[src/hw/rtl/button_debounce_press_classifier_core_assert.svh]
// Assertion macros for the button debounce and press classifier.
`ifndef BUTTON_DEBOUNCE_PRESS_CLASSIFIER_CORE_ASSERT_SVH
`define BUTTON_DEBOUNCE_PRESS_CLASSIFIER_CORE_ASSERT_SVH

`ifndef SYNTH
`define BDPC_ASSERT_IMPL(label, clk, rst_n, ante, cons) \
  label: assert property (@(posedge clk) disable iff (!rst_n) (ante) |-> (cons)) \
    else $error("implication check failed");
`define BDPC_ASSERT_NEXT(label, clk, rst_n, ante, cons) \
  label: assert property (@(posedge clk) disable iff (!rst_n) (ante) |=> (cons)) \
    else $error("next-cycle check failed");
`else
`define BDPC_ASSERT_IMPL(label, clk, rst_n, ante, cons)
`define BDPC_ASSERT_NEXT(label, clk, rst_n, ante, cons)
`endif

`endif

[src/hw/rtl/bdpc_pkg.sv]
// Shared types and constants of the button debounce and press classifier.
package bdpc_pkg;

  localparam int unsigned AgeWidthDef = 16;
  localparam int unsigned CfgWidth    = 16;
  localparam int unsigned CfgIdxWidth = 2;

  localparam logic [CfgWidth-1:0] DebounceTicksRst = 16'd15;
  localparam logic [CfgWidth-1:0] ShortMaxTicksRst = 16'd1000;
  localparam logic [CfgWidth-1:0] LongTicksRst     = 16'd3000;

  typedef enum logic [CfgIdxWidth-1:0] {
    CFG_DEBOUNCE_TICKS  = 2'd0,
    CFG_SHORT_MAX_TICKS = 2'd1,
    CFG_LONG_TICKS      = 2'd2
  } cfg_reg_e;

  typedef struct packed {
    logic [CfgWidth-1:0] debounce_ticks;
    logic [CfgWidth-1:0] short_max_ticks;
    logic [CfgWidth-1:0] long_ticks;
  } cfg_t;

  typedef struct packed {
    logic stable_out;
    logic press_event;
    logic release_event;
    logic short_event;
    logic long_event;
  } result_t;

endpackage

[src/hw/rtl/bdpc_cfg.sv]
// Configuration register file of the button debounce and press classifier.
module bdpc_cfg (
  input  logic                          clk_i,
  input  logic                          rst_ni,
  input  logic                          cfg_valid_i,
  output logic                          cfg_ready_o,
  input  logic [bdpc_pkg::CfgIdxWidth-1:0] cfg_index_i,
  input  logic [bdpc_pkg::CfgWidth-1:0]    cfg_data_i,
  output bdpc_pkg::cfg_t                cfg_o
);
  import bdpc_pkg::*;

  cfg_t cfg_q, cfg_d;

  assign cfg_ready_o = 1'b1;

  always_comb begin
    cfg_d = cfg_q;
    if (cfg_valid_i) begin
      unique case (cfg_reg_e'(cfg_index_i))
        CFG_DEBOUNCE_TICKS:  cfg_d.debounce_ticks  = cfg_data_i;
        CFG_SHORT_MAX_TICKS: cfg_d.short_max_ticks = cfg_data_i;
        CFG_LONG_TICKS:      cfg_d.long_ticks      = cfg_data_i;
        default:             cfg_d = cfg_q;
      endcase
    end
  end

  always_ff @(posedge clk_i or negedge rst_ni) begin
    if (!rst_ni) begin
      cfg_q.debounce_ticks  <= DebounceTicksRst;
      cfg_q.short_max_ticks <= ShortMaxTicksRst;
      cfg_q.long_ticks      <= LongTicksRst;
    end else begin
      cfg_q <= cfg_d;
    end
  end

  assign cfg_o = cfg_q;

endmodule

[src/hw/rtl/bdpc_track.sv]
// Debounce and press tracking state with its per-tick update logic.
module bdpc_track #(
  parameter int unsigned AGE_WIDTH = bdpc_pkg::AgeWidthDef
) (
  input  logic              clk_i,
  input  logic              rst_ni,
  input  logic              step_i,
  input  logic              pin_i,
  input  bdpc_pkg::cfg_t    cfg_i,
  output bdpc_pkg::result_t res_o
);
  import bdpc_pkg::*;

  localparam int unsigned CmpWidth = (AGE_WIDTH > CfgWidth) ? AGE_WIDTH : CfgWidth;
  localparam logic [AGE_WIDTH-1:0] AgeMax = {AGE_WIDTH{1'b1}};

  logic                 raw_q, raw_d;
  logic                 active_q, active_d;
  logic [AGE_WIDTH-1:0] dage_q, dage_d;
  logic                 stable_q, stable_d;
  logic [AGE_WIDTH-1:0] page_q, page_d;
  logic                 armed_q, armed_d;

  logic [AGE_WIDTH-1:0] dage_inc, page_inc;
  logic                 changed, active_n, settle, edge_seen, rise, fall, armed_n, long_hit;
  logic [CmpWidth-1:0]  dage_cmp, page_inc_cmp, page_cmp;
  logic [CmpWidth-1:0]  deb_cmp, short_cmp, long_cmp;

  always_comb begin
    dage_inc = (dage_q == AgeMax) ? dage_q : dage_q + AGE_WIDTH'(1);
    page_inc = (page_q == AgeMax) ? page_q : page_q + AGE_WIDTH'(1);

    changed  = pin_i != raw_q;
    raw_d    = pin_i;
    active_n = changed | active_q;
    dage_d   = changed ? '0 : dage_inc;

    dage_cmp  = CmpWidth'(dage_d);
    deb_cmp   = CmpWidth'(cfg_i.debounce_ticks);
    short_cmp = CmpWidth'(cfg_i.short_max_ticks);
    long_cmp  = CmpWidth'(cfg_i.long_ticks);

    settle    = active_n && (dage_cmp >= deb_cmp);
    active_d  = active_n & ~settle;
    edge_seen = settle && (raw_d != stable_q);
    rise      = edge_seen & raw_d;
    fall      = edge_seen & ~raw_d;
    stable_d  = edge_seen ? raw_d : stable_q;

    page_inc_cmp = CmpWidth'(page_inc);
    page_d       = rise ? '0 : page_inc;
    page_cmp     = CmpWidth'(page_d);

    armed_n  = rise ? 1'b1 : (fall ? 1'b0 : armed_q);
    long_hit = armed_n && (page_cmp >= long_cmp);
    armed_d  = armed_n & ~long_hit;

    res_o.stable_out    = stable_d;
    res_o.press_event   = rise;
    res_o.release_event = fall;
    res_o.short_event   = fall && (page_inc_cmp <= short_cmp);
    res_o.long_event    = long_hit;
  end

  always_ff @(posedge clk_i or negedge rst_ni) begin
    if (!rst_ni) begin
      raw_q    <= 1'b0;
      active_q <= 1'b0;
      dage_q   <= '0;
      stable_q <= 1'b0;
      page_q   <= '0;
      armed_q  <= 1'b0;
    end else if (step_i) begin
      raw_q    <= raw_d;
      active_q <= active_d;
      dage_q   <= dage_d;
      stable_q <= stable_d;
      page_q   <= page_d;
      armed_q  <= armed_d;
    end
  end

endmodule

[src/hw/rtl/button_debounce_press_classifier_core.sv]
// An accepted request passes through the input register and then the result register to its result.
// Throughput: one request per cycle; a held result stalls the input register only when full.
// The tracking state updates once per request in a single pass of short logic.
// Reset: asynchronous, active low; clears the tracking state, both pipeline valids,
// and loads the configuration registers with their default limits (15, 1000, 3000).
module button_debounce_press_classifier_core #(
  parameter int unsigned AGE_WIDTH = bdpc_pkg::AgeWidthDef
) (
  input  logic                             clk_i,
  input  logic                             rst_ni,
  input  logic                             in_valid_i,
  output logic                             in_stall_o,
  input  logic                             pin_level_i,
  output logic                             out_valid_o,
  input  logic                             out_stall_i,
  output logic                             stable_out_o,
  output logic                             press_event_o,
  output logic                             release_event_o,
  output logic                             short_event_o,
  output logic                             long_event_o,
  input  logic                             cfg_valid_i,
  output logic                             cfg_ready_o,
  input  logic [bdpc_pkg::CfgIdxWidth-1:0] cfg_index_i,
  input  logic [bdpc_pkg::CfgWidth-1:0]    cfg_data_i
);
  import bdpc_pkg::*;

  `include "button_debounce_press_classifier_core_assert.svh"

  cfg_t    cfg;
  result_t res_comb;
  result_t res_q;
  logic    in_valid_q, out_valid_q;
  logic    pin_q;
  logic    out_free, step, in_free;

  bdpc_cfg u_cfg (
    .clk_i       (clk_i),
    .rst_ni      (rst_ni),
    .cfg_valid_i (cfg_valid_i),
    .cfg_ready_o (cfg_ready_o),
    .cfg_index_i (cfg_index_i),
    .cfg_data_i  (cfg_data_i),
    .cfg_o       (cfg)
  );

  assign out_free = ~out_valid_q | ~out_stall_i;
  assign step     = in_valid_q & out_free;
  assign in_free  = ~in_valid_q | out_free;
  assign in_stall_o = ~in_free;

  bdpc_track #(
    .AGE_WIDTH (AGE_WIDTH)
  ) u_track (
    .clk_i  (clk_i),
    .rst_ni (rst_ni),
    .step_i (step),
    .pin_i  (pin_q),
    .cfg_i  (cfg),
    .res_o  (res_comb)
  );

  always_ff @(posedge clk_i or negedge rst_ni) begin
    if (!rst_ni) begin
      in_valid_q  <= 1'b0;
      out_valid_q <= 1'b0;
    end else begin
      if (in_free) begin
        in_valid_q <= in_valid_i;
      end
      if (out_free) begin
        out_valid_q <= step;
      end
    end
  end

  always_ff @(posedge clk_i) begin
    if (in_free && in_valid_i) begin
      pin_q <= pin_level_i;
    end
    if (step) begin
      res_q <= res_comb;
    end
  end

  assign out_valid_o     = out_valid_q;
  assign stable_out_o    = res_q.stable_out;
  assign press_event_o   = res_q.press_event;
  assign release_event_o = res_q.release_event;
  assign short_event_o   = res_q.short_event;
  assign long_event_o    = res_q.long_event;

  `BDPC_ASSERT_IMPL(a_press_high, clk_i, rst_ni, out_valid_o && press_event_o, stable_out_o)
  `BDPC_ASSERT_IMPL(a_release_low, clk_i, rst_ni, out_valid_o && release_event_o, !stable_out_o)
  `BDPC_ASSERT_IMPL(a_short_on_release, clk_i, rst_ni, out_valid_o && short_event_o, release_event_o)
  `BDPC_ASSERT_IMPL(a_long_held, clk_i, rst_ni, out_valid_o && long_event_o, stable_out_o)
  `BDPC_ASSERT_NEXT(a_step_fills, clk_i, rst_ni, step, out_valid_q)

endmodule

[config.mk]
export PLATFORM = sky130hd
export DESIGN_NAME = button_debounce_press_classifier_core
export DESIGN_NICKNAME = d
export VERILOG_FILES = /design/src/hw/rtl/bdpc_pkg.sv /design/src/hw/rtl/bdpc_cfg.sv /design/src/hw/rtl/bdpc_track.sv /design/src/hw/rtl/button_debounce_press_classifier_core.sv
export VERILOG_INCLUDE_DIRS = /design/src /design/src/hw/rtl
export SDC_FILE = /design/constraint.sdc
export NUM_CORES = 1
export LEC_CHECK = 0
export ABC_AREA = 1
export BUFFER_PORTS_ARGS = -buffer_cell sky130_fd_sc_hd__buf_2
export CORE_ASPECT_RATIO = 1.2
export CORE_MARGIN = 5
export CORE_UTILIZATION = 30
export DETAILED_ROUTE_END_ITERATION = 8
export GPL_ROUTABILITY_DRIVEN = 0
export PLACE_DENSITY = 0.44
export SYNTH_ARGS = -nofsm -noshare
export SYNTH_HDL_FRONTEND = slang
export SYNTH_HIERARCHICAL = 1
export SYNTH_SLANG_ARGS = --single-unit
[constraint.sdc]
create_clock -name clk_i -period 4.21 [get_ports clk_i]
set_clock_uncertainty 0.1 [all_clocks]
set_input_delay 0.6315 -clock clk_i [delete_from_list [all_inputs] [get_ports clk_i]]
set_output_delay 0.6315 -clock clk_i [all_outputs]
set_load 0.05 [all_outputs]
==> flow_summary_export.csv <==
group,metric,value,unit
logic_synthesis,async_reset_ff_frac,0.9348,
clock_tree,cts_tree,"done",
floorplanning,start_util,0.3031,
global_route,grt_pass1_vias,4905,
status,status,"complete, no violations",
power_and_ir_drop,p_leak,3.720,nW
logic_synthesis,synth-edff-count,6,
finish,nFillCells,2131,
clock_tree,htreeDepth,3,
sta,totalNegativeSetupSlack,0,ns
routing,drc_errors,0,
logic_synthesis,ys_types,44,
setup_path,crit_path_start_kind,"flop",
global_route,grt_max_degree,54,
finish,mostFrequentLayoutCell,"nand2_1",
setup_path,crit_required,4.21,ns
global_route,grt_antenna_before_repair,0,
routing,via_count,5109,
routing,first_iter_violations,218,
clock_tree,clkSinkCount,92,
floorplanning,core-area,20180,um2
worst_hold_path,hold_path_class,"in2async",
routing,dr.pass1.iters,5,
placement,dp_hpwl,11940,um
floorplanning,die_height,166.4,um
routing,wl,16440,um
clock_tree,clkSlewWorstSetupHoldPaths,0.07,ns
clock_tree,cts_buffer_depth,2,
global_route,grt_pass1_wl,26410,um
setup_path,reg2reg_from,"u_track/dage_q[0]",
clock_tree,numCtsBuffers,9,
logic_synthesis,ys_seq_area_frac,0.3847,
setup_path,critPathLaunch,"u_track/dage_q[0]",
finish,diodes,0,
logic_synthesis,ys.warnings.count,6,
logic_synthesis,synth_top_area_cell,"dfrtp_1",
clock_tree,clkLatencyLatePin,0.35,ns
logic_synthesis,syn_area,6117,um2
floorplanning,die_area,23360,um2
floorplanning,die_w,140.4,um
finish,mostFrequentLayoutCells,"nand2_1, inv_1, dfrtp_1",
sta,whs,0.1803,ns
placement,port-buffer-count,30,
finish,drive_gt1_frac,0.2181,
routing,ant_nets,0,
routing,wl_per_cell,14.71,um
sta,finalHoldViolCount,0,
global_route,overflow,0,
setup_path,worstSetupEndpoint,"long_event_o",
logic_synthesis,ys.flop_type,"dfrtp_1",
floorplanning,rows,57,
global_route,track_usage,0.1407,
setup_path,rr_worst_depth,27,
sta,min_period,4.022,ns
sta,fmax,0.2486,GHz
logic_synthesis,synth_seq_cells,92,
run,maxCapViolCount,0,
logic_synthesis,synth_top_area_share,0.2823,
setup_path,r2r-end,"long_event_o",
setup_path,cp-end-kind,"flop",
finish,nNetsFinal,922,
power_and_ir_drop,powerDensity,456.2,nW/um2
sta,rsz0062_at_grt,"true",
logic_synthesis,synth.avg_cell_area,7.637,um2
sta,tightest_slew,0.9416,ns
logic_synthesis,syn-num-nets,875,
floorplanning,io_pins,32,
sta,setup_viol,0,
clock_tree,cts-root-buf,"clkbuf_16",
logic_synthesis,netlist_instances,801,
setup_path,criticalPathCategory,"reg2reg",
logic_synthesis,synth.area.top_cells,"dfrtp_1, nand2_1, ha_1",
sta,relSlewSlack,0.3723,
routing,avgViaCountPerCell,4.570,
power_and_ir_drop,ir_worst_vdd,290.7,uV
setup_path,r2r_slack,0.19,ns
setup_path,crit_fanout,7,
finish,area_growth,18.41,%
sta,min_period_over_period,0.9554,
sta,slew_violations,0,
setup_path,critPathArrivalTime,4.02,ns
## critical path, stage by stage, from the launching register on
cell and delay (ns):
dfrtp_2 0.42, ha_4 0.15, nand4_1 0.14, nor3_2 0.21
nand2_2 0.14, buf_4 0.16, buf_4 0.14, a31oi_2 0.21
ha_1 0.30, nand2_1 0.06, o21ai_0 0.11, a21oi_2 0.21
nand2_4 0.09, buf_4 0.15, nand3_4 0.14, nand2_2 0.09
inv_2 0.07, ha_4 0.19, nand2_1 0.06, inv_1 0.06
o21ai_1 0.08, nand2_1 0.08, nand2_1 0.06, nand2_1 0.05
nand2_1 0.05, nand2_1 0.05, nor2_2 0.16, nor2_1 0.06
## flip-flops by register name, summed over array words and instances (netlist names)
signal and count:
long_event_o 1, short_event_o 1, release_event_o 1, in_valid_q 1, stable_out_o 1, u_track/stable_q 1
u_cfg/cfg_o 48, u_track/active_q 1, u_track/raw_q 1, u_track/armed_q 1, u_track/page_q 16, pin_q 1
u_track/dage_q 16, press_event_o 1, out_valid_o 1
## final cells by class
| type | count | area [um2] | area share |
|---|---|---|---|
| clock inverter | 6 | 66.31 | 0.009155 |
| sequential | 92 | 2356 | 0.3253 |
| timing repair buffer | 65 | 434.2 | 0.05994 |
| multi-input combinational | 554 | 3327 | 0.4593 |
| inverter | 126 | 478.0 | 0.06599 |
| tap | 265 | 331.6 | 0.04578 |
| clock buffer | 10 | 250.2 | 0.03455 |
## cells in the mapped netlist (all sizes together) (4+ instances only)
master,n
nand2,264
inv,125
dfrtp,69
ha,50
o21ai,49
nand3,45
nand4,40
nor2,35
a21oi,30
buf,24
dfstp,17
nor3,12
xor2,8
clkbuf,6
edfxtp,6
a31oi,4
## through the flow
step,total power [W],cells,setup slack [ns],cell area [um2],utilization
2_1_floorplan,0.002007,801,0.3445,6117,-
4_1_cts,0.003228,1103,-0.02649,6888,0.3413
6_report,0.003304,1118,0.1876,7243,0.3589
3_3_place_gp,0.002320,1082,-0.01710,6520,0.3230
3_5_place_dp,0.002320,1082,-0.06796,6520,0.3230
5_1_grt,0.003582,1118,-0.06761,7243,0.3589
## per-layer routing
layer | vias to the layer above | track usage | routed length, um
met4 | 0 | 0.04046 | 192
met5 | - | 0 | 0
met3 | 8 | 0.01807 | 548
li1 | 2671 | - | -
met2 | 86 | 0.2135 | 7504
met1 | 2344 | 0.2094 | 8196
## report_power, final
part,switching [W],internal (W)
sequential,0.000128,0.00107
combinational,0.000772,0.000456
clock,0.000377,0.000501
total,0.00128,0.00203
## kinds of logic (layout without fill, tap and decap cells)
| group | Yosys count | in the layout | synth area share |
|---|---|---|---|
| AOI/OAI and AO/OA | 90 | 90 | 0.07977 |
| DFF | 92 | 92 | 0.3847 |
| adders and majority gates | 50 | 50 | 0.1023 |
| buffers and inverters | 156 | 207 | 0.1117 |
| and+or+nand+nor | 401 | 402 | 0.3039 |
| other | 1 | 1 | 0.0006130 |
| xor gates and xnor gates | 11 | 11 | 0.01698 |
## worst min path at each step
stage | end | depth (start not counted)
after floorplan | in_valid_q | 0
after global placement | u_cfg/cfg_o[23] | 2
after detailed placement | u_cfg/cfg_o[23] | 2
after CTS | u_track/dage_q[2] | 1
after global routing | u_track/dage_q[2] | 1
final | u_track/dage_q[0] | 1
## timing repair
item,CTS,global route
gates resized for setup,3,59
setup endpoints to repair,2,2
pin swaps,2,28
setup buffers,4,15
hold endpoints to repair,0,0
cloned,1,0
hold buffers,0,0
No activity file was read; power rests on OpenSTA's default activity.
